`src/rtl/core/ctu_pkg.sv`:
```
package ctu_pkg;

   localparam int FACE_IDX_W      = 3;
   localparam int TEXEL_W         = 12;
   localparam int EDGE_LEN_W      = 13;
   localparam int MAX_EDGE_LEN    = 4096;
   localparam int COORD_FRAC_BITS = 16;
   localparam int COORD_W         = COORD_FRAC_BITS + 1;

   // direction component before scaling: +-edge length or 2*texel+1-edge length
   localparam int COMP_W     = EDGE_LEN_W + 1;
   localparam int DIR_SHIFT  = 16;
   localparam int SUMSQ_W    = 2 * COMP_W;
   localparam int RAD_IN_W   = SUMSQ_W + 2 * DIR_SHIFT;
   localparam int ROOT_W     = RAD_IN_W / 2;

   localparam int CORDIC_W     = 34;
   localparam int ANG_W        = 34;
   localparam int CORDIC_STEPS = 28;
   localparam int LANE_COUNT   = 2;
   localparam int LANE_U       = 0;
   localparam int LANE_V       = 1;

   localparam int ANGLE_BITS = 32;
   localparam int EXT_W      = ANG_W + 2;

   localparam logic [EDGE_LEN_W-1:0] EDGE_LEN_RESET = EDGE_LEN_W'(512);

   localparam logic [FACE_IDX_W-1:0] FACE_POS_X = 3'd0;
   localparam logic [FACE_IDX_W-1:0] FACE_NEG_X = 3'd1;
   localparam logic [FACE_IDX_W-1:0] FACE_POS_Y = 3'd2;
   localparam logic [FACE_IDX_W-1:0] FACE_NEG_Y = 3'd3;
   localparam logic [FACE_IDX_W-1:0] FACE_POS_Z = 3'd4;

   typedef logic signed [COMP_W-1:0]   comp_type;
   typedef logic signed [CORDIC_W-1:0] cvec_type;
   typedef logic signed [ANG_W-1:0]    ang_type;
   typedef logic signed [EXT_W-1:0]    ext_type;

   typedef struct packed {
      comp_type x;
      comp_type y;
      comp_type z;
   } dir_type;

   typedef struct packed {
      cvec_type ax;
      cvec_type ay;
      ang_type  acc;
   } crd_type;

   localparam ang_type HALF_TURN     = ang_type'(64'sd2147483648);
   localparam ext_type HALF_TURN_EXT = ext_type'(64'sd2147483648);
   localparam ext_type FULL_TURN_EXT = ext_type'(64'sd4294967296);
   localparam logic [EXT_W-1:0] ROUND_ADD =
      EXT_W'(1) << (ANGLE_BITS - 1 - COORD_FRAC_BITS);
   localparam logic [EXT_W-1:0] COORD_ONE = EXT_W'(1) << COORD_FRAC_BITS;

   // atan(2^-i) in units of 2^-32 turn
   function automatic ang_type atan_turn(input int i);
      ang_type r;
      case (i)
         0:  r = ang_type'(536870912);
         1:  r = ang_type'(316933406);
         2:  r = ang_type'(167458907);
         3:  r = ang_type'(85004756);
         4:  r = ang_type'(42667331);
         5:  r = ang_type'(21354465);
         6:  r = ang_type'(10679838);
         7:  r = ang_type'(5340245);
         8:  r = ang_type'(2670163);
         9:  r = ang_type'(1335087);
         10: r = ang_type'(667544);
         11: r = ang_type'(333772);
         12: r = ang_type'(166886);
         13: r = ang_type'(83443);
         14: r = ang_type'(41722);
         15: r = ang_type'(20861);
         16: r = ang_type'(10430);
         17: r = ang_type'(5215);
         18: r = ang_type'(2608);
         19: r = ang_type'(1304);
         20: r = ang_type'(652);
         21: r = ang_type'(326);
         22: r = ang_type'(163);
         23: r = ang_type'(81);
         24: r = ang_type'(41);
         25: r = ang_type'(20);
         26: r = ang_type'(10);
         27: r = ang_type'(5);
         default: r = '0;
      endcase
      return r;
   endfunction

endpackage

```
`src/rtl/core/ctu_isqrt.sv`:
```
module ctu_isqrt (
   input  logic                          clock,
   input  logic                          reset,
   input  logic                          en,
   input  logic                          in_vld,
   input  logic [ctu_pkg::SUMSQ_W-1:0]   in_sumsq,
   input  ctu_pkg::dir_type              in_dir,
   output logic                          out_vld,
   output logic [ctu_pkg::ROOT_W-1:0]    out_root,
   output ctu_pkg::dir_type              out_dir
);

   logic [ctu_pkg::RAD_IN_W-1:0] rem_ff  [ctu_pkg::ROOT_W];
   logic [ctu_pkg::ROOT_W-1:0]   root_ff [ctu_pkg::ROOT_W];
   ctu_pkg::dir_type             dir_ff  [ctu_pkg::ROOT_W];
   logic [ctu_pkg::ROOT_W-1:0]   vld_ff;

   // one root bit per stage, most significant first
   for (genvar j = 0; j < ctu_pkg::ROOT_W; j++) begin : g_step
      localparam int K = ctu_pkg::ROOT_W - 1 - j;
      logic [ctu_pkg::RAD_IN_W-1:0] rem_cur;
      logic [ctu_pkg::ROOT_W-1:0]   root_cur;
      ctu_pkg::dir_type             dir_cur;
      logic                         vld_cur;
      logic [ctu_pkg::RAD_IN_W+1:0] trial;
      logic [ctu_pkg::RAD_IN_W+1:0] diff;

      if (j == 0) begin : g_first
         assign rem_cur  = {in_sumsq, (2*ctu_pkg::DIR_SHIFT)'(0)};
         assign root_cur = '0;
         assign dir_cur  = in_dir;
         assign vld_cur  = in_vld;
      end else begin : g_next
         assign rem_cur  = rem_ff[j-1];
         assign root_cur = root_ff[j-1];
         assign dir_cur  = dir_ff[j-1];
         assign vld_cur  = vld_ff[j-1];
      end

      assign trial = ((ctu_pkg::RAD_IN_W+2)'(root_cur) << (K + 1))
                   | ((ctu_pkg::RAD_IN_W+2)'(1) << (2 * K));
      assign diff  = {2'b00, rem_cur} - trial;

      always_ff @(posedge clock) begin
         if (reset) begin
            vld_ff[j] <= 1'b0;
         end else if (en) begin
            vld_ff[j] <= vld_cur;
         end
      end

      always_ff @(posedge clock) begin
         if (en) begin
            dir_ff[j] <= dir_cur;
            if (!diff[ctu_pkg::RAD_IN_W+1]) begin
               rem_ff[j]  <= diff[ctu_pkg::RAD_IN_W-1:0];
               root_ff[j] <= root_cur | (ctu_pkg::ROOT_W'(1) << K);
            end else begin
               rem_ff[j]  <= rem_cur;
               root_ff[j] <= root_cur;
            end
         end
      end
   end

   assign out_vld  = vld_ff[ctu_pkg::ROOT_W-1];
   assign out_root = root_ff[ctu_pkg::ROOT_W-1];
   assign out_dir  = dir_ff[ctu_pkg::ROOT_W-1];

endmodule

```
`config.mk`:
```
export PLATFORM = sky130hd
export DESIGN_NAME = ctu_isqrt
export DESIGN_NICKNAME = d
export VERILOG_FILES = /design/src/rtl/core/ctu_pkg.sv /design/src/rtl/core/ctu_isqrt.sv
export SDC_FILE = /design/constraint.sdc
export NUM_CORES = 2
export LEC_CHECK = 0
export ABC_AREA = 1
export ABC_CLOCK_PERIOD_IN_PS = 5710
export BUFFER_PORTS_ARGS = -buffer_cell sky130_fd_sc_hd__buf_4
export CORE_MARGIN = 4
export CORE_UTILIZATION = 50
export DETAILED_ROUTE_END_ITERATION = 10
export PLACE_DENSITY = 0.63
export SYNTH_ARGS = -nofsm -noshare
export SYNTH_HDL_FRONTEND = slang
export SYNTH_SLANG_ARGS = --single-unit
```
`constraint.sdc`:
```
create_clock -name clock -period 5.71 [get_ports clock]
set_input_delay 1.142 -clock clock [delete_from_list [all_inputs] [get_ports clock]]
set_output_delay 1.142 -clock clock [all_outputs]
set_load 0.05 [all_outputs]
```
==> key figures <==
STA
  – Tmin final: 3.793 ns
  – Layout Skew: 0.05000 ns
  – Max Freq: 0.2636 GHz
  – Max-slew violation count: 0
  – RSZ-0062 raised after global routing: no
  – Slew HR: 24.47%
  – Fin Setup TNS: 0 ns
  – Worst slew pin tran: 1.130 ns
  – Final Hold Viols: 0
  – Period utilisation layout: 66.43%
  – Final setup viols: 0

Routing
  – Via count: 96510
  – DRC viols: 0
  – First-pass iteration count of the detailed router: 9
  – Total Wirelength: 359900 µm
  – Via density: 5.144
  – Initial DRC Count: 8482
  – Drt wl/cell: 19.19 µm
  – ANT nets after route: 0

Logic synthesis
  – Yosys cell types: 64
  – Yosys top cell area share: 59.58%
  – Post-Syn Area: 139200 µm²
  – Synth cell count leaders: nand2_1 (4113), edfxtp_1 (2762), inv_1 (2470)
  – Async SR Flop Fraction: 0%
  – Syn avg cell area: 9.608 µm²
  – Seq/Total Area, Yosys: 60.01%
  – Post-synth EDFFs: 2762
  – #FFs+latches synth: 2792
  – Most frequent cell after synthesis: nand2_1
  – Syn_nets: 15030
  – Top cells by area, synth: edfxtp_1 (60%), nand2_1 (11%), inv_1 (6.7%)
  – Synth warn: 0
  – Yosys top cell by area: edfxtp_1
  – Post-Syn Instances: 14490
  – Synth Flop Type: edfxtp_1

Floorplanning
  – Site row count: 193
  – Chip Width: 535.7 µm
  – Die height: 535.7 µm
  – Total die area: 286900 µm²
  – Core area: 276700 µm²
  – Initial Util: 50.31%
  – # IOs: 147

Clock network
  – Post-CTS setup buffer count: 0
  – H-tree depth: 5
  – Clk pin slew, worst setup/hold paths: 0.06 ns
  – TritonCTS Buffers: 304
  – # resized after CTS: 0
  – Hold_buf cts: 0
  – Clk root buf: clkbuf_16
  – Clock sink total: 2792
  – Clk_lat worst skew: 0.92 ns
  – CTS tree: built
  – Clock buffer depth: 4

Final layout
  – Share of cells above drive strength 1: 5.966%
  – Final Non-Filler Cells: 18760
  – NumNets Final: 15340
  – Synth-to-Final Area Change: 10.65%

Setup path
  – Critical Path Sink Type: register
  – CP arrival: 4.41 ns
  – CP Data Required Time: 6.32 ns
  – Critical Path Fanout Max: 26
  – Startpoint types: register
  – Crit Path Class: reg -> reg

Hold path
  – Min-delay worst type: reg -> reg

Global route
  – Largest net degree at the start of global routing: 173
  – First-pass GRT wire length: 545400 µm
  – GR Overflow Total: 0
  – Initial antenna violation count: 4
  – Number of global-route vias before repair: 91320
  – Total track usage: 24.68%

Job
  – Max_cap viols: 0

Power and ir drop
  – Pwr Total: 57.82 mW
  – Lkg Pwr: 65.73 nW
  – PD cells: 375.4 nW/µm²
  – Maximum vdd drop: 250.7 µV

Outcome
  – Status: finished clean

Place
  – Placed Cells: 18200
  – RD Place Congestion: 0.9851
  – IO buf count: 146
  – Post-DP HPWL: 279000 µm
==> per-stage QoR <==
step / setup slack (ns) / utilization [%] / cell area, µm² / hold WS (ns)
after floorplan: 1.340 / - / 139200 / 0.4003
after global placement: 1.439 / 52.12 / 144200 / 0.4003
after detailed placement: 1.380 / 52.12 / 144200 / 0.4045
after CTS: 1.989 / 55.66 / 154000 / 0.3119
after global routing: 1.743 / 55.66 / 154000 / 0.3220
final: 1.917 / 55.67 / 154000 / 0.3845
==> cell families after synthesis <==
logic type                 Yosys count  synth area share, %
buffers and inverters             2672                7.639
xor gates and xnor gates           412                2.592
and+or+nand+nor                   7042                21.17
adders and majority gates          463                4.242
AOI/OAI and AO/OA                 1108                4.351
DFF                               2792                60.01
==> registers in the layout, summed over array words and instances, names as in the netlist <==
name and flops:
rem_ff 1037, out_vld 1, g_step.vld_cur 29, dir_ff 1260
root_ff 465
==> cells in the final DEF (no fill, tap or decap), types with 186 or more instances in the layout <==
cell       instances
nand2_1         4113
edfxtp_1        2762
inv_1           2470
nor2_1          1420
nand3_1          752
a21oi_1          577
ha_1             448
clkbuf_16        304
o21ai_0          303
nand4_1          275
xnor2_1          238
nor3_1           186
==> metal layers <==
| layer | share of wire (%) | GRT usage, % | vias up |
|---|---|---|---|
| li1 | - | - | 48140 |
| met1 | 44 | 33.73 | 44970 |
| met2 | 47 | 41.32 | 2737 |
| met3 | 5.4 | 2.814 | 662 |
| met4 | 3.7 | 8.056 | 2 |
| met5 | 0.0031 | 0 | - |
==> worst max-delay path, cell delays in order, from the launching register on <==
cell and delay (ns):
edfxtp_1 0.48, inv_1 0.10, ha_1 0.20, inv_1 0.07, fa_1 0.41, inv_1 0.11, nand3_1 0.07, nand3_1 0.22
nand3_1 0.11, nand3_1 0.25, nand2_1 0.18, nand3b_1 0.27, buf_4 0.35, inv_2 0.13, o21ai_0 0.52
==> cell type report <==
type | count | area, µm²
well taps | 3705 | 4636
clock buffers | 364 | 7853
multi-input cells | 9025 | 45040
inverters | 2494 | 9380
clock inverters | 189 | 1959
flip-flops and latches | 2792 | 83540
diodes | 2 | 5.005
fillers | 24770 | 122700
repair buffers | 188 | 1632
==> power by group <==
part | switching (mW) | internal [mW] | total, mW
combinational | 8.05 | 3.66 | 11.7
sequential | 1.78 | 25.2 | 26.9
clock | 8.26 | 10.9 | 19.2
total | 18.1 | 39.7 | 57.8
==> final timing paths <==
check	to	slack, ns	startpoint	cells past startpoint
worst max-delay path	rem_ff[1][377]$_DFFE_PP_	1.92	root_ff[21][8]$_SDFFCE_PN1P_	14
worst min-delay path	rem_ff[0][275]$_DFFE_PP_	0.38	rem_ff[0][215]$_DFFE_PP_	0
worst max register to register	rem_ff[1][377]$_DFFE_PP_	1.92	root_ff[21][8]$_SDFFCE_PN1P_	14
worst min register to register	rem_ff[0][275]$_DFFE_PP_	0.38	rem_ff[0][215]$_DFFE_PP_	0
Note: power is estimated with default switching activity, not from simulation.
