==> src/rtl/core/ctu_pkg.sv <==
package ctu_pkg;

   localparam int FACE_IDX_W      = 3;
   localparam int TEXEL_W         = 12;
   localparam int EDGE_LEN_W      = 13;
   localparam int MAX_EDGE_LEN    = 4096;
   localparam int COORD_FRAC_BITS = 16;
   localparam int COORD_W         = COORD_FRAC_BITS + 1;

   // direction component before scaling: +-edge length or 2*texel+1-edge length
   localparam int COMP_W     = EDGE_LEN_W + 1;
   localparam int DIR_SHIFT  = 16;
   localparam int SUMSQ_W    = 2 * COMP_W;
   localparam int RAD_IN_W   = SUMSQ_W + 2 * DIR_SHIFT;
   localparam int ROOT_W     = RAD_IN_W / 2;

   localparam int CORDIC_W     = 34;
   localparam int ANG_W        = 34;
   localparam int CORDIC_STEPS = 28;
   localparam int LANE_COUNT   = 2;
   localparam int LANE_U       = 0;
   localparam int LANE_V       = 1;

   localparam int ANGLE_BITS = 32;
   localparam int EXT_W      = ANG_W + 2;

   localparam logic [EDGE_LEN_W-1:0] EDGE_LEN_RESET = EDGE_LEN_W'(512);

   localparam logic [FACE_IDX_W-1:0] FACE_POS_X = 3'd0;
   localparam logic [FACE_IDX_W-1:0] FACE_NEG_X = 3'd1;
   localparam logic [FACE_IDX_W-1:0] FACE_POS_Y = 3'd2;
   localparam logic [FACE_IDX_W-1:0] FACE_NEG_Y = 3'd3;
   localparam logic [FACE_IDX_W-1:0] FACE_POS_Z = 3'd4;

   typedef logic signed [COMP_W-1:0]   comp_type;
   typedef logic signed [CORDIC_W-1:0] cvec_type;
   typedef logic signed [ANG_W-1:0]    ang_type;
   typedef logic signed [EXT_W-1:0]    ext_type;

   typedef struct packed {
      comp_type x;
      comp_type y;
      comp_type z;
   } dir_type;

   typedef struct packed {
      cvec_type ax;
      cvec_type ay;
      ang_type  acc;
   } crd_type;

   localparam ang_type HALF_TURN     = ang_type'(64'sd2147483648);
   localparam ext_type HALF_TURN_EXT = ext_type'(64'sd2147483648);
   localparam ext_type FULL_TURN_EXT = ext_type'(64'sd4294967296);
   localparam logic [EXT_W-1:0] ROUND_ADD =
      EXT_W'(1) << (ANGLE_BITS - 1 - COORD_FRAC_BITS);
   localparam logic [EXT_W-1:0] COORD_ONE = EXT_W'(1) << COORD_FRAC_BITS;

   // atan(2^-i) in units of 2^-32 turn
   function automatic ang_type atan_turn(input int i);
      ang_type r;
      case (i)
         0:  r = ang_type'(536870912);
         1:  r = ang_type'(316933406);
         2:  r = ang_type'(167458907);
         3:  r = ang_type'(85004756);
         4:  r = ang_type'(42667331);
         5:  r = ang_type'(21354465);
         6:  r = ang_type'(10679838);
         7:  r = ang_type'(5340245);
         8:  r = ang_type'(2670163);
         9:  r = ang_type'(1335087);
         10: r = ang_type'(667544);
         11: r = ang_type'(333772);
         12: r = ang_type'(166886);
         13: r = ang_type'(83443);
         14: r = ang_type'(41722);
         15: r = ang_type'(20861);
         16: r = ang_type'(10430);
         17: r = ang_type'(5215);
         18: r = ang_type'(2608);
         19: r = ang_type'(1304);
         20: r = ang_type'(652);
         21: r = ang_type'(326);
         22: r = ang_type'(163);
         23: r = ang_type'(81);
         24: r = ang_type'(41);
         25: r = ang_type'(20);
         26: r = ang_type'(10);
         27: r = ang_type'(5);
         default: r = '0;
      endcase
      return r;
   endfunction

endpackage

==> src/rtl/core/ctu_coord.sv <==
module ctu_coord (
   input  logic                        clock,
   input  logic                        reset,
   input  logic                        en,
   input  logic                        in_vld,
   input  ctu_pkg::ang_type            ang_u,
   input  ctu_pkg::ang_type            ang_v,
   output logic                        out_vld,
   output logic [ctu_pkg::COORD_W-1:0] coord_u,
   output logic [ctu_pkg::COORD_W-1:0] coord_v
);

   function automatic logic [ctu_pkg::COORD_W-1:0] to_coord(input ctu_pkg::ext_type v);
      ctu_pkg::ext_type             c;
      logic [ctu_pkg::EXT_W-1:0]    r;
      c = v;
      if (c < 0) c = '0;
      if (c > ctu_pkg::FULL_TURN_EXT) c = ctu_pkg::FULL_TURN_EXT;
      r = (unsigned'(c) + ctu_pkg::ROUND_ADD) >> (ctu_pkg::ANGLE_BITS - ctu_pkg::COORD_FRAC_BITS);
      if (r > ctu_pkg::COORD_ONE) r = ctu_pkg::COORD_ONE;
      return r[ctu_pkg::COORD_W-1:0];
   endfunction

   ctu_pkg::ext_type u32, v32;
   logic                        vld_ff;
   logic [ctu_pkg::COORD_W-1:0] u_ff, v_ff;

   assign u32 = ctu_pkg::ext_type'(ang_u) + ctu_pkg::HALF_TURN_EXT;
   assign v32 = ctu_pkg::HALF_TURN_EXT - (ctu_pkg::ext_type'(ang_v) <<< 1);

   always_ff @(posedge clock) begin
      if (reset) begin
         vld_ff <= 1'b0;
      end else if (en) begin
         vld_ff <= in_vld;
      end
   end

   always_ff @(posedge clock) begin
      if (en) begin
         u_ff <= to_coord(u32);
         v_ff <= to_coord(v32);
      end
   end

   assign out_vld = vld_ff;
   assign coord_u = u_ff;
   assign coord_v = v_ff;

endmodule

==> config.mk <==
export PLATFORM = sky130hd
export DESIGN_NAME = ctu_coord
export DESIGN_NICKNAME = d
export VERILOG_FILES = /design/src/rtl/core/ctu_pkg.sv /design/src/rtl/core/ctu_coord.sv
export SDC_FILE = /design/constraint.sdc
export NUM_CORES = 1
export LEC_CHECK = 0
export ABC_AREA = 0
export CAP_MARGIN = 20
export CORE_MARGIN = 2
export CORE_UTILIZATION = 30
export CTS_BUF_LIST = sky130_fd_sc_hd__clkbuf_16
export DETAILED_ROUTE_END_ITERATION = 16
export DONT_BUFFER_PORTS = 1
export PLACE_DENSITY = 0.49
export SLEW_MARGIN = 20
export SYNTH_ARGS = -nofsm -noshare
export SYNTH_HDL_FRONTEND = slang
export SYNTH_SLANG_ARGS = --single-unit
==> constraint.sdc <==
create_clock -name clock -period 14.2 [get_ports clock]
set_input_delay 2.13 -clock clock [delete_from_list [all_inputs] [get_ports clock]]
set_output_delay 2.13 -clock clock [all_outputs]
set_load 0.01 [all_outputs]
==> results of run 1 <==
==> where the power goes <==
group,switching (W),internal [W]
clock,0.0000391,0.0000631
combinational,0.0000238,0.0000184
sequential,0.00000757,0.000123
==> Yosys cell counts, drive strengths merged (3+ instances only) <==
cell    instances
a21oi          13
and2            3
and3            5
and4            6
clkbuf         13
edfxtp         34
ha              4
inv            11
mux2            4
mux2i           6
nand2          27
nand3          14
nand4          13
nand4b          3
nor2           64
nor2b           9
nor3           30
nor4           22
nor4b           3
o211ai          4
o21ai          12
o311ai          3
o31ai           5
or2             7
or3             9
or4             5
xnor2          32
xor2           14
==> sequential cells by signal (all words and copies together) (netlist names) <==
signal   flops
out_vld      1
coord_u     17
coord_v     17
==> final timing paths <==
path         startpoint          to  slack, ns
min             out_vld     out_vld       0.55
max reg2reg     out_vld     out_vld      13.59
max            ang_v[0]  coord_v[5]       7.24
min reg2reg     out_vld     out_vld       0.55
==> worst register-to-register path, delay by kind of cell, from the launching register on <==
family / cells / cell delay [ns]
AND/OR/NAND/NOR: 1 / 0.05
flip-flops: 1 / 0.33
multiplexers: 1 / 0.13
==> cell families after synthesis <==
kind of cell | after synthesis | synth area share (%)
adder cells (fa/ha/maj) | 4 | 1.47
buffers and inverters | 25 | 2.98
AND/OR/NAND/NOR | 230 | 36.6
XOR/XNOR | 46 | 11.8
multiplexers | 10 | 3.09
AO/OA/AOI/OAI | 62 | 13.5
flip-flops | 35 | 30.6
==> final cells by class <==
class                   instances  area (sq um)  area share, %
repair buffers                  2          15.0          0.409
multi-input cells             352          2260           61.6
clock inverters                 3          11.3          0.307
inverters                      11          41.3           1.12
flip-flops and latches         35          1040           28.4
clock buffers                   5           125           3.41
well taps                     140           175           4.77
==> per-layer routing <==
metal | global-route usage [%] | vias up | share of wire, %
li1 | - | 1548 | -
met1 | 22.2 | 1431 | 48
met2 | 24.1 | 104 | 44
met3 | 2.58 | 8 | 5.9
met4 | 4.33 | 0 | 1.5
met5 | 0 | - | 0
==> metrics by stage <==
step,total power [W],instances,instance area [sq um]
5_1_grt,0.000289,548,3670
3_5_place_dp,0.000175,540,3530
4_1_cts,0.000279,548,3670
3_3_place_gp,0.000175,540,3530
6_report,0.000275,548,3670
2_1_floorplan,0.000168,412,3400
==> reports/metrics.cfg, run 1 <==
[outcome]
status=completed

[sta]
report.final.slew_viol_count=0
clock-skew-final_ns=0
tns_ns=0
period_share_pct=49.0
rsz0062_at_grt=false
fmax_ghz=0.144
min_period_ns=6.96
setup_violations=0
fin_ws_ns=7.24
whs_ns=0.549
slew_headroom_pct=48.2
worst_pin_slew_ns=0.770
finalHoldViolations=0

[logic_synthesis]
netlist_instances=412
avgSynthCellArea_sq_um=8.26
ys.flop_type=edfxtp_1
synth_area_sq_um=3400
yosysTopAreaCellShare_pct=30.0
yosysTopAreaCell=edfxtp_1
synth_fp_nets=488
ys_top_cells_by_area=edfxtp_1 30%, xnor2_1 8.2%, nor2_1 7.1%, nor3_1 4.3%, nor4_1 3.7%
synth_enable_flop_cells=34
ys_seq_area_share_pct=30.6
yosysWarnings=0
async_flop_share_pct=0
yosysUniqueCellTypes=61
synth_seq_cells=35

[routing]
antenna_left=0
first_pass_iters=4
wl_per_cell_um=17.3
wirelength_um=9490
vias_per_cell=5.64
vias=3091
drc=0
drtIter0Drc=184

[floorplanning]
core_area_sq_um=10900
initial_core_util_pct=31.1
dieArea_sq_um=12200
num_rows=38
die_y_um=111
io_pins=107
dieWidth_um=111

[flow_run]
drv_cap=0

[grt]
antenna_found_initial=0
grt_overflow_total=0
grt_first_pass_wirelength_um=15800
grt_max_degree=36
track_usage_pct=15.5
grt_pass1_vias=3065

[clock_network]
h-tree-depth=2
cts_num_sinks=35
cts_buffers=5
tritoncts=built
clk_latency_ns=0.27
clk_pin_slew_worst_paths_ns=0.05
post_cts_buffers=0
root_buffer=clkbuf_16
postCtsHoldBufs=0
cts_resized=0
clk_path_buf_depth=2

[finish]
antennaDiodeCount=0
fillers=1163
final_net_count=483
syn_to_final_growth_pct=7.83
postLayoutCoreUtil_pct=33.6
final_common_cell=nor2_1
drive_above_1_share_pct=7.84
mostFrequentLayoutCells=64 x nor2_1, 34 x edfxtp_1, 32 x xnor2_1, 29 x nor3_1, 27 x nand2_1

[setup_path]
slowest_delay_ns=0.76
path_buf_inv=1
worstPathCellList=inv_1, ha_1, nor3b_1, nand4_1, nor4_1, and4_1, o21ai_0, a2111o_1, nor4_1, a21oi_1, nor2_1, ha_1, nand4_1, nor3_1, o221ai_1, o31a_2, nor3_1
crit_family=simple AND/OR/NAND/NOR gates
r2r_cells=2
crit_type=input pin to flip-flop
required_ns=14.30
end_kind=flip-flop
critical_path_depth=17
worstPathArrival_ns=7.05
cp_max_fo=8
cp_slowest_cell=nor4_1
startpoint_type=input pin

[pwr]
p_per_area_nw_per_um2=75.0
peakVddDrop_v=0.0000592
p_leak_nw=1.09

[placed_design]
dp_hpwl_um=7640
io_buffers=0
dpl_worst_slack_ns=7.06
gp_congestion=0.845

[min_path]
hold_class=flip-flop to flip-flop
hold_depth=2

Power figures use the tool's default switching activity.
==> run 2, diff against run 1 <==
Clock period 14.2 ns to 6.45 ns, I/O delays scaled along.
==> reports/metrics.cfg, run 2 (same netlist as run 1, synthesis figures left out) <==
[outcome]
status=completed

[pwr]
swShare_pct=25.3
power_frac_seq_pct=47.7
power.total_w=0.000603
p_leak_nw=1.11
p_int_w=0.000451
clkPwrFrac_pct=36.9
p_sw_w=0.000152
p_per_area_nw_per_um2=163
combPwrFrac_pct=15.4
peakVddDrop_v=0.000135

[min_path]
hold_start=out_vld
hold_class=flip-flop to flip-flop
whs_endpoint=out_vld
hold_depth=2

[clock_network]
postCtsHoldBufs=0
h-tree-depth=2
cts_num_sinks=35
tritoncts=built
cts_resized=0
post_cts_buffers=0
clk_latency_ns=0.27
clk_pin_slew_worst_paths_ns=0.05
cts_buffers=5
clk_path_buf_depth=2
root_buffer=clkbuf_16

[floorplanning]
core_area_sq_um=10900
num_rows=38
dieWidth_um=111
die_y_um=111
dieArea_sq_um=12200
initial_core_util_pct=31.1
io_pins=107

[finish]
final_cell_count_no_fill=551
drive_above_1_share_pct=8.52
antennaDiodeCount=0
mostFrequentLayoutCells=64 x nor2_1, 34 x edfxtp_1, 32 x xnor2_1, 29 x nor3_1, 27 x nand2_1
final_common_cell=nor2_1
final_net_count=486
syn_to_final_growth_pct=8.49
fillers=1179
design_area_sq_um=3690

[flow_run]
drv_cap=0

[setup_path]
end_kind=flip-flop
startpoint_type=input pin
required_ns=6.55
r2r-start=out_vld
crit_type=input pin to flip-flop
cp_max_fo=8
timing.rr.end=out_vld
worst-r2r-setup-slack_ns=5.84
worstPathArrival_ns=5.69
r2r_cells=2

[routing]
wl_per_cell_um=17.4
drtIter0Drc=188
wl_met1_um=4440
first_pass_iters=5
wl_met2_um=4330
wirelength_um=9600
vias=3102
top_layer=met4
antenna_left=0
vias_per_cell=5.63
wl_met3_um=620
drc=0

[sta]
min_period_ns=5.59
tns_ns=0
worst_pin_slew_ns=0.743
clock-skew-final_ns=0
whs_ns=0.552
fmax_ghz=0.179
rsz0062_at_grt=false
period_share_pct=86.7
slew_headroom_pct=50.1
report.final.slew_viol_count=0
finalHoldViolations=0
setup_violations=0

[grt]
grt_overflow_total=0
antenna_found_initial=0
track_usage_pct=15.7
grt_max_degree=36
grt_pass1_vias=3006
grt_first_pass_wirelength_um=15700

[placed_design]
gp_congestion=0.887
placedCellCount=543
dp_hpwl_um=7790
place_area_sq_um=3560
io_buffers=0

run 2: cell types whose count changed in the layout (fill, tap and decap cells not counted), sizes merged:
cell and delta:
buf +3
run 2: cell type report:
cell class,count,area [sq um],area share (%)
multi-input cells,352,2260,61.2
flip-flops and latches,35,1040,28.2
well taps,140,175,4.74
clock buffers,5,125,3.39
inverters,11,41.3,1.12
repair buffers,5,37.5,1.02
clock inverters,3,11.3,0.305
run 2: critical path: stages:
cell,delay [ns]
inv_1,0.03
ha_1,0.18
nor3b_1,0.46
nand4_1,0.35
nor4_1,0.42
xor2_1,0.34
nand4_1,0.13
a2111o_1,0.31
nor4_1,0.43
a21oi_1,0.24
nor2_1,0.17
ha_1,0.27
nand4_1,0.28
nor3_1,0.37
o221ai_1,0.16
o31a_2,0.34
nor3_1,0.22
run 2: power groups by stage:
stage | Clock (W) | Sequential (W) | Combinational (W)
2_1_floorplan | 0 | 0.000289 | 0.0000800
3_3_place_gp | 0 | 0.000293 | 0.0000933
3_5_place_dp | 0 | 0.000293 | 0.0000933
4_1_cts | 0.000230 | 0.000288 | 0.0000937
5_1_grt | 0.000240 | 0.000289 | 0.000107
6_report | 0.000223 | 0.000288 | 0.0000930
run 2: worst max path at each step:
stage                   from         end  slack, ns  depth (start not counted)
floorplan           ang_v[0]  coord_v[5]       1.30                         17
global placement    ang_v[0]  coord_v[7]       0.90                         18
detailed placement  ang_v[0]  coord_v[7]       0.63                         17
CTS                 ang_v[0]  coord_v[7]       0.90                         17
global route        ang_v[0]  coord_v[7]       0.27                         17
finish              ang_v[0]  coord_v[7]       0.86                         17
run 2: stage by stage:
step | setup WS [ns] | util, %
after global routing | 0.269 | 33.8
after floorplan | 1.30 | -
after detailed placement | 0.626 | 32.5
final | 0.855 | 33.8
after CTS | 0.898 | 33.8
after global placement | 0.903 | 32.5
run 2: routing by layer:
| layer | up-vias | track usage, % |
|---|---|---|
| met1 | 1427 | 21.6 |
| met4 | 0 | 5.25 |
| met2 | 113 | 24.3 |
| met5 | - | 0 |
| li1 | 1549 | - |
| met3 | 13 | 3.40 |
