### src/rtl/core/ctu_pkg.sv
package ctu_pkg;

   localparam int FACE_IDX_W      = 3;
   localparam int TEXEL_W         = 12;
   localparam int EDGE_LEN_W      = 13;
   localparam int MAX_EDGE_LEN    = 4096;
   localparam int COORD_FRAC_BITS = 16;
   localparam int COORD_W         = COORD_FRAC_BITS + 1;

   // direction component before scaling: +-edge length or 2*texel+1-edge length
   localparam int COMP_W     = EDGE_LEN_W + 1;
   localparam int DIR_SHIFT  = 16;
   localparam int SUMSQ_W    = 2 * COMP_W;
   localparam int RAD_IN_W   = SUMSQ_W + 2 * DIR_SHIFT;
   localparam int ROOT_W     = RAD_IN_W / 2;

   localparam int CORDIC_W     = 34;
   localparam int ANG_W        = 34;
   localparam int CORDIC_STEPS = 28;
   localparam int LANE_COUNT   = 2;
   localparam int LANE_U       = 0;
   localparam int LANE_V       = 1;

   localparam int ANGLE_BITS = 32;
   localparam int EXT_W      = ANG_W + 2;

   localparam logic [EDGE_LEN_W-1:0] EDGE_LEN_RESET = EDGE_LEN_W'(512);

   localparam logic [FACE_IDX_W-1:0] FACE_POS_X = 3'd0;
   localparam logic [FACE_IDX_W-1:0] FACE_NEG_X = 3'd1;
   localparam logic [FACE_IDX_W-1:0] FACE_POS_Y = 3'd2;
   localparam logic [FACE_IDX_W-1:0] FACE_NEG_Y = 3'd3;
   localparam logic [FACE_IDX_W-1:0] FACE_POS_Z = 3'd4;

   typedef logic signed [COMP_W-1:0]   comp_type;
   typedef logic signed [CORDIC_W-1:0] cvec_type;
   typedef logic signed [ANG_W-1:0]    ang_type;
   typedef logic signed [EXT_W-1:0]    ext_type;

   typedef struct packed {
      comp_type x;
      comp_type y;
      comp_type z;
   } dir_type;

   typedef struct packed {
      cvec_type ax;
      cvec_type ay;
      ang_type  acc;
   } crd_type;

   localparam ang_type HALF_TURN     = ang_type'(64'sd2147483648);
   localparam ext_type HALF_TURN_EXT = ext_type'(64'sd2147483648);
   localparam ext_type FULL_TURN_EXT = ext_type'(64'sd4294967296);
   localparam logic [EXT_W-1:0] ROUND_ADD =
      EXT_W'(1) << (ANGLE_BITS - 1 - COORD_FRAC_BITS);
   localparam logic [EXT_W-1:0] COORD_ONE = EXT_W'(1) << COORD_FRAC_BITS;

   // atan(2^-i) in units of 2^-32 turn
   function automatic ang_type atan_turn(input int i);
      ang_type r;
      case (i)
         0:  r = ang_type'(536870912);
         1:  r = ang_type'(316933406);
         2:  r = ang_type'(167458907);
         3:  r = ang_type'(85004756);
         4:  r = ang_type'(42667331);
         5:  r = ang_type'(21354465);
         6:  r = ang_type'(10679838);
         7:  r = ang_type'(5340245);
         8:  r = ang_type'(2670163);
         9:  r = ang_type'(1335087);
         10: r = ang_type'(667544);
         11: r = ang_type'(333772);
         12: r = ang_type'(166886);
         13: r = ang_type'(83443);
         14: r = ang_type'(41722);
         15: r = ang_type'(20861);
         16: r = ang_type'(10430);
         17: r = ang_type'(5215);
         18: r = ang_type'(2608);
         19: r = ang_type'(1304);
         20: r = ang_type'(652);
         21: r = ang_type'(326);
         22: r = ang_type'(163);
         23: r = ang_type'(81);
         24: r = ang_type'(41);
         25: r = ang_type'(20);
         26: r = ang_type'(10);
         27: r = ang_type'(5);
         default: r = '0;
      endcase
      return r;
   endfunction

endpackage

### src/rtl/core/ctu_dir.sv
module ctu_dir (
   input  logic                              clock,
   input  logic                              reset,
   input  logic                              en,
   input  logic                              in_vld,
   input  logic [ctu_pkg::FACE_IDX_W-1:0]    face_index,
   input  logic [ctu_pkg::TEXEL_W-1:0]       texel_col,
   input  logic [ctu_pkg::TEXEL_W-1:0]       texel_row,
   input  logic [ctu_pkg::EDGE_LEN_W-1:0]    edge_len,
   output logic                              out_vld,
   output ctu_pkg::dir_type                  out_dir,
   output logic [ctu_pkg::SUMSQ_W-1:0]       out_sumsq
);

   logic signed [ctu_pkg::COMP_W:0] col_ext, row_ext, n_ext;
   ctu_pkg::comp_type s_val, t_val, n_val;
   ctu_pkg::dir_type  dir_in;
   ctu_pkg::dir_type  dir_a_ff;
   logic              vld_a_ff;
   logic signed [2*ctu_pkg::COMP_W-1:0] xsq, zsq;
   logic [ctu_pkg::SUMSQ_W-1:0] sumsq_in;
   ctu_pkg::dir_type  dir_b_ff;
   logic [ctu_pkg::SUMSQ_W-1:0] sumsq_ff;
   logic              vld_b_ff;

   assign col_ext = $signed({2'b00, texel_col, 1'b1});
   assign row_ext = $signed({2'b00, texel_row, 1'b1});
   assign n_ext   = $signed({2'b00, edge_len});
   assign s_val   = ctu_pkg::comp_type'(col_ext - n_ext);
   assign t_val   = ctu_pkg::comp_type'(row_ext - n_ext);
   assign n_val   = ctu_pkg::comp_type'(n_ext);

   // faces six and seven fall to -Z
   always_comb begin
      unique case (face_index)
         ctu_pkg::FACE_POS_X: dir_in = '{x: n_val,  y: -t_val, z: -s_val};
         ctu_pkg::FACE_NEG_X: dir_in = '{x: -n_val, y: -t_val, z: s_val};
         ctu_pkg::FACE_POS_Y: dir_in = '{x: s_val,  y: n_val,  z: t_val};
         ctu_pkg::FACE_NEG_Y: dir_in = '{x: s_val,  y: -n_val, z: -t_val};
         ctu_pkg::FACE_POS_Z: dir_in = '{x: s_val,  y: -t_val, z: n_val};
         default:             dir_in = '{x: -s_val, y: -t_val, z: -n_val};
      endcase
   end

   assign xsq      = dir_a_ff.x * dir_a_ff.x;
   assign zsq      = dir_a_ff.z * dir_a_ff.z;
   assign sumsq_in = ctu_pkg::SUMSQ_W'(unsigned'(xsq)) + ctu_pkg::SUMSQ_W'(unsigned'(zsq));

   always_ff @(posedge clock) begin
      if (reset) begin
         vld_a_ff <= 1'b0;
         vld_b_ff <= 1'b0;
      end else if (en) begin
         vld_a_ff <= in_vld;
         vld_b_ff <= vld_a_ff;
      end
   end

   always_ff @(posedge clock) begin
      if (en) begin
         dir_a_ff <= dir_in;
         dir_b_ff <= dir_a_ff;
         sumsq_ff <= sumsq_in;
      end
   end

   assign out_vld   = vld_b_ff;
   assign out_dir   = dir_b_ff;
   assign out_sumsq = sumsq_ff;

endmodule

### config.mk
export PLATFORM = sky130hd
export DESIGN_NAME = ctu_dir
export DESIGN_NICKNAME = d
export VERILOG_FILES = /design/src/rtl/core/ctu_pkg.sv /design/src/rtl/core/ctu_dir.sv
export SDC_FILE = /design/constraint.sdc
export NUM_CORES = 1
export LEC_CHECK = 0
export ABC_AREA = 0
export ABC_CLOCK_PERIOD_IN_PS = 8200
export BUFFER_PORTS_ARGS = -buffer_cell sky130_fd_sc_hd__buf_4
export CORE_UTILIZATION = 60
export DETAILED_ROUTE_END_ITERATION = 8
export HOLD_SLACK_MARGIN = 0.03
export PLACE_DENSITY_LB_ADDON = 0.3
export SLEW_MARGIN = 20
export SYNTH_ARGS = -nofsm -noshare
export SYNTH_HDL_FRONTEND = slang
export SYNTH_SLANG_ARGS = --single-unit
### constraint.sdc
create_clock -name clock -period 8.2 [get_ports clock]
set_input_delay 0.82 -clock clock [delete_from_list [all_inputs] [get_ports clock]]
set_output_delay 0.82 -clock clock [all_outputs]
set_load 0.01 [all_outputs]
==> results of run 1 <==
-- layout by cell type, fill, tap and decap left out, types with 7 or more instances in the layout --
| cell type | synthesis | final |
|---|---|---|
| a211oi_1 | 7 | 7 |
| a21o_1 | 16 | 16 |
| a21oi_1 | 70 | 70 |
| a22oi_1 | 8 | 8 |
| and2_1 | 76 | 76 |
| and3_1 | 8 | 8 |
| buf_4 | 0 | 140 |
| clkbuf_16 | 0 | 17 |
| edfxtp_1 | 112 | 112 |
| fa_1 | 405 | 405 |
| ha_1 | 143 | 143 |
| inv_1 | 489 | 489 |
| mux2i_1 | 7 | 7 |
| nand2_1 | 154 | 154 |
| nand2b_1 | 13 | 13 |
| nand3_1 | 12 | 12 |
| nor2_1 | 100 | 100 |
| nor2b_1 | 7 | 7 |
| nor3_1 | 22 | 22 |
| o211ai_1 | 8 | 8 |
| o21a_1 | 15 | 15 |
| o21ai_0 | 60 | 60 |
| o21bai_1 | 8 | 8 |
| o22ai_1 | 7 | 7 |
| o31ai_1 | 7 | 7 |
| xnor2_1 | 96 | 96 |
| xor2_1 | 24 | 24 |
-- layout make-up --
cell class | instances | area, µm² | area share (%)
inverter | 491 | 1843 | 8.341
multi-input combinational | 1345 | 14660 | 66.36
tap | 442 | 553.0 | 2.503
timing repair buffer | 140 | 1051 | 4.757
clock buffer | 18 | 429.2 | 1.942
sequential | 114 | 3403 | 15.40
clock inverter | 14 | 153.9 | 0.6965
-- worst max-delay path, stage by stage (launching register included) --
cell and delay [ns]:
edfxtp_1 0.78, and2_1 0.27, inv_1 0.08, fa_1 0.53, inv_1 0.06, fa_1 0.54
inv_1 0.06, fa_1 0.53, inv_1 0.05, fa_1 0.50, inv_1 0.06, fa_1 0.56
fa_1 0.43, fa_1 0.46, fa_1 0.49, inv_1 0.05, ha_1 0.32, and3_1 0.17
a21oi_1 0.11, o21ai_0 0.10, buf_4 0.18, a211oi_1 0.27, nor3_1 0.10, a21oi_1 0.22
o21ai_0 0.15, xnor2_1 0.15
-- flip-flops by register name (all words and copies together), names as in the netlist --
name	count
dir_a_ff	42
out_dir	42
out_sumsq	28
out_vld	1
vld_a_ff	1
-- layer usage --
metal / vias up / global-route usage, %
met5: - / 0
met4: 0 / 11.64
met3: 123 / 5.564
met2: 568 / 53.23
met1: 7199 / 39.45
li1: 6389 / -
-- per-stage QoR --
stage	cell area [µm²]	cells
detailed placement	21510	2532
global route	22100	2564
global placement	21510	2532
floorplan	20130	2008
CTS	22100	2564
finish	22100	2564
-- synthesized netlist by cell type (3+ instances only) --
| cell type | number |
|---|---|
| mux2_2 | 5 |
| buf_1 | 4 |
| o22ai_1 | 7 |
| o211ai_1 | 8 |
| nand4_1 | 5 |
| nor2_1 | 100 |
| mux2i_1 | 7 |
| o21bai_1 | 8 |
| ha_1 | 143 |
| nand2b_1 | 13 |
| a21oi_1 | 70 |
| and2_1 | 76 |
| clkbuf_1 | 53 |
| nor4_1 | 4 |
| a211oi_1 | 7 |
| o21ai_0 | 60 |
| nand3b_1 | 3 |
| fa_1 | 405 |
| nand2_1 | 154 |
| o31ai_1 | 7 |
| xor2_1 | 24 |
| nor2b_1 | 7 |
| o21a_1 | 15 |
| or2_2 | 3 |
| nor4_2 | 3 |
| edfxtp_1 | 112 |
| inv_1 | 489 |
| a21o_1 | 16 |
| xnor2_1 | 96 |
| or3_1 | 3 |
| a31oi_1 | 4 |
| nor3_1 | 22 |
| a22oi_1 | 8 |
| and3_1 | 8 |
| a221o_1 | 3 |
| nand3_1 | 12 |
-- final timing paths --
path | from | slack, ns | to | depth (start not counted)
worst max-delay path | dir_a_ff[37]$_DFFE_PP_ | 0.73 | out_sumsq[27]$_DFFE_PP_ | 25
worst min-delay path | dir_a_ff[25]$_DFFE_PP_ | 0.42 | out_dir[25]$_DFFE_PP_ | 0
worst max register to register | dir_a_ff[37]$_DFFE_PP_ | 0.73 | out_sumsq[27]$_DFFE_PP_ | 25
worst min register to register | dir_a_ff[25]$_DFFE_PP_ | 0.42 | out_dir[25]$_DFFE_PP_ | 0
-- kinds of logic after synthesis --
group | share of synthesized area (%)
buf+inv | 10.24
compound gates | 7.435
xor+xnor | 5.383
flops | 16.91
simple gates | 10.23
mux | 0.6278
fa+ha+maj | 49.17
==> reports/metrics.cfg, run 1 <==
[timing]
fin_skew_ns=0.01958
slew_viol_final=0
setup_viol_count_final=0
worst_pin_slew_ns=1.085
fin_setup_tns_ns=0
final.period_utilization_pct=91.13
slew_headroom_pct=27.37
finalCriticalPeriod_ns=7.473
fmax_ghz=0.1338
whs_ns=0.4208
rsz0062_at_grt=no
hold_viol_final=0
setup_slack_ns=0.7273

[placement]
place_hpwl_um=39970
finalWeightedCongestion=0.9283
placement.io_buffers=114
dp_slack_ns=0.7561

[die]
ios=115
die-area_um2=34280
core_area_um2=32780
die_w_um=185.2
dieHeight_um=185.2
start_util_pct=61.40
fp-row-count=66

[clock_network]
cts_buffers=17
cts_max_level=4
post_cts_buffers=0
clkLatencyLatePin_ns=0.46
postCtsHoldBufs=0
clk_pin_slew_ns=0.07
cts-root-buf=clkbuf_16
cts_sinks=114
ctsResizeCount=0
cts_tree=done
cts_max_path_buffers=2

[synth]
synthesis.instances=2008
synth_area_leader_cell=fa_1
async_reset_ff_share_pct=0
yosys_warnings=0
syn_area_um2=20130
synth_ff_type=edfxtp_1
synth_cell_types=73
yosysSeqAreaShare_pct=16.91
synth_area_leaders=fa_1 (40%), edfxtp_1 (17%), inv_1 (9.1%)
synth_edf_count=112
postSynthAreaPerCell_um2=10.02
ys_ff_latch=114
synth.top_cell.area_share_pct=40.28
synth_nets=2600

[routing]
drtIter0Drc=1199
routed-via-count=14280
wl_per_cell_um=18.92
ant_nets=0
drc=0
highest_layer=met4
m1WireLength_um=18870
wl_met2_um=24520
dr.pass1.iters=6
vias_per_cell=5.569
wl_met3_um=3274
routed_wl_um=48520

[final_layout]
finish.utilization_pct=67.40
n_antenna_cell=0
final_nets=2701
nFillCells=2524
area_growth_pct=9.778
drive_gt1_share_pct=9.237

[critical_path]
crit_arrival_ns=7.67
end_kind=flip-flop
worst_setup_path_start_kind=flip-flop
crit_type=reg2reg
crit_fanout=18
critPathRequiredTime_ns=8.40

[global_route]
grt_pass1_wl_um=79830
grt-ovfl-total=0
antenna_found_initial=0
grt_pass1_vias=15260
track_usage_pct=31.09
grt_max_degree=73

[flow_run]
max_cap_violations=0

[outcome]
status=complete, no violations

[min_path]
hold_class=reg2reg

Power of run 1 is left out: the tool's default activity adds up to more than one toggle a clock period on the data nets, which glitch-free logic cannot reach.
==> inputs of run 2 (changes only) <==
--- a/config.mk
+++ b/config.mk
@@ -9,10 +9,12 @@
 export ABC_CLOCK_PERIOD_IN_PS = 8200
 export BUFFER_PORTS_ARGS = -buffer_cell sky130_fd_sc_hd__buf_4
 export CORE_UTILIZATION = 60
+export CTS_CLUSTER_DIAMETER = 150
 export DETAILED_ROUTE_END_ITERATION = 8
 export HOLD_SLACK_MARGIN = 0.03
-export PLACE_DENSITY_LB_ADDON = 0.3
+export PLACE_DENSITY = 0.79
 export SLEW_MARGIN = 20
 export SYNTH_ARGS = -nofsm -noshare
 export SYNTH_HDL_FRONTEND = slang
 export SYNTH_SLANG_ARGS = --single-unit
+export TNS_END_PERCENT = 100
==> run 2 against run 1 <==
Highest routed layer unchanged; flip-flop and latch count unchanged; via count is 0.26% higher; cell count is 0.23% lower; global-route usage increased by 0.45 points; first-iteration DRC count fell by 6.8%; sequential share of layout area barely moved; hold slack lost 0.0025 ns; core utilization fell by 0.21 points; non-clock buffer count fell by 6; routed wire length increased by 1.5%; critical endpoint is now out_sumsq[23]$_DFFE_PP_; clock skew fell by 0.0018 ns.
==> reports/metrics.cfg, run 2 (synthesis results as in run 1) <==
[critical_path]
critPathMaxStageDelay_ns=0.75  ; -0.03 ns
path_delay_family=adder cells
crit_fanout=19  ; +1
crit_type=reg2reg
critPathRequiredTime_ns=8.39  ; about the same
crit_arrival_ns=7.81  ; +0.14 ns
slowest_stage=edfxtp_1
cp_common_cell=fa_1
worst_setup_path_start_kind=flip-flop
critPathBufInv=4  ; -3
crit_path_cell_trace=nand2_1 -> inv_1 -> fa_1 -> inv_1 -> fa_1 -> fa_1 -> fa_1 -> fa_1 -> fa_1 -> fa_1 -> fa_1 -> inv_1 -> ha_1 -> and3_1 -> a21oi_1 -> o21ai_0 -> buf_4 -> a21oi_1 -> o21ai_0 -> a21oi_1 -> o21bai_1 -> xor2_1
end_kind=flip-flop

[clock_network]
clk_pin_slew_ns=0.07  ; about the same
cts_sinks=114  ; unchanged
cts_tree=done
cts-root-buf=clkbuf_16
cts_buffers=17  ; unchanged
clkLatencyLatePin_ns=0.46  ; about the same
post_cts_buffers=0  ; unchanged
postCtsHoldBufs=0  ; unchanged
ctsResizeCount=0  ; unchanged
cts_max_level=4  ; unchanged
cts_max_path_buffers=2  ; unchanged

[routing]
routed-via-count=14320  ; +0.26%
ant_nets=0  ; unchanged
drtIter0Drc=1118  ; -6.8%
routed_wl_um=49230  ; +1.5%
dr.pass1.iters=5  ; -1
vias_per_cell=5.597  ; +0.49%
drc=0  ; unchanged
wl_per_cell_um=19.24  ; +1.7%

[final_layout]
drive_gt1_share_pct=9.026  ; -0.21 points
n_antenna_cell=0  ; unchanged
area_growth_pct=9.442
final_area_um2=22030  ; -0.31%
final_nets=2695  ; -0.22%
mostFrequentLayoutCells=inv_1 (489), fa_1 (405), nand2_1 (154)
final_common_cell=inv_1

[timing]
worst_pin_slew_ns=1.068  ; -0.01702 ns
finalCriticalPeriod_ns=7.619  ; +0.1468 ns
slew_headroom_pct=28.51  ; +1.1 points
setup_viol_count_final=0  ; unchanged
fin_skew_ns=0.01775  ; -0.001826 ns
final.period_utilization_pct=92.92  ; +1.8 points
rsz0062_at_grt=no
hold_viol_final=0  ; unchanged
fmax_ghz=0.1312  ; -1.9%
slew_viol_final=0  ; unchanged
whs_ns=0.4183  ; -0.002492 ns
fin_setup_tns_ns=0  ; unchanged

[global_route]
antenna_found_initial=1  ; +1
grt_pass1_wl_um=80790  ; +1.2%
grt-ovfl-total=0  ; unchanged
track_usage_pct=31.55  ; +0.45 points
grt_max_degree=61  ; -16%
grt_pass1_vias=15680  ; +2.7%

[placement]
place_hpwl_um=40050  ; +0.20%
post_dp_cell_area_um2=21470  ; -0.21%
placement.io_buffers=114  ; unchanged
finalWeightedCongestion=0.9750  ; +5.0%

[die]
die-area_um2=34280  ; unchanged
fp-row-count=66  ; unchanged
dieHeight_um=185.2  ; unchanged
core_area_um2=32780  ; unchanged
start_util_pct=61.40  ; unchanged
ios=115  ; unchanged
die_w_um=185.2  ; unchanged

[flow_run]
max_cap_violations=0  ; unchanged

[outcome]
status=complete, no violations

[min_path]
hold_class=reg2reg

-- run 2: worst paths after layout --
path	cells after the start	end	slack [ns]	startpoint
max	22	out_sumsq[23]$_DFFE_PP_	0.58	dir_a_ff[1]$_DFFE_PP_
min	0	out_dir[15]$_DFFE_PP_	0.42	dir_a_ff[15]$_DFFE_PP_
max reg2reg	22	out_sumsq[23]$_DFFE_PP_	0.58	dir_a_ff[1]$_DFFE_PP_
min reg2reg	0	out_dir[15]$_DFFE_PP_	0.42	dir_a_ff[15]$_DFFE_PP_
-- run 2: final cells by class --
type	instances	area, µm²
Timing Repair Buffer	134	1006
Clock buffer	17	425.4
Clock inverter	15	135.1
Fill cell	2477	10760
Sequential cell	114	3403
Multi-Input combinational cell	1345	14660
Tap cell	442	553.0
Inverter	491	1843
-- run 2: stage by stage --
step,utilization [%],setup slack (ns),std cells
after floorplan,-,0.9085,2008
final,67.19,0.5806,2558
after global placement,65.48,0.8194,2526
after detailed placement,65.48,0.6685,2526
after CTS,67.19,0.6340,2558
after global routing,67.19,0.2131,2558
-- run 2: per-layer routing --
layer	part of all wire [%]	track usage [%]
met1	39	40.36
met2	50	52.75
met3	6.7	5.446
met4	4.4	14.08
met5	0	0
-- run 2: worst reg2reg max path, stage by stage, from the launching register on --
cell and delay [ns]:
edfxtp_1 0.75, nand2_1 0.39, inv_1 0.43, fa_1 0.49
inv_1 0.09, fa_1 0.42, fa_1 0.51, fa_1 0.57
fa_1 0.42, fa_1 0.53, fa_1 0.44, fa_1 0.50
inv_1 0.05, ha_1 0.30, and3_1 0.16, a21oi_1 0.11
o21ai_0 0.09, buf_4 0.18, a21oi_1 0.30, o21ai_0 0.19
a21oi_1 0.18, o21bai_1 0.09, xor2_1 0.15
Power of run 2 is left out for the same reason.
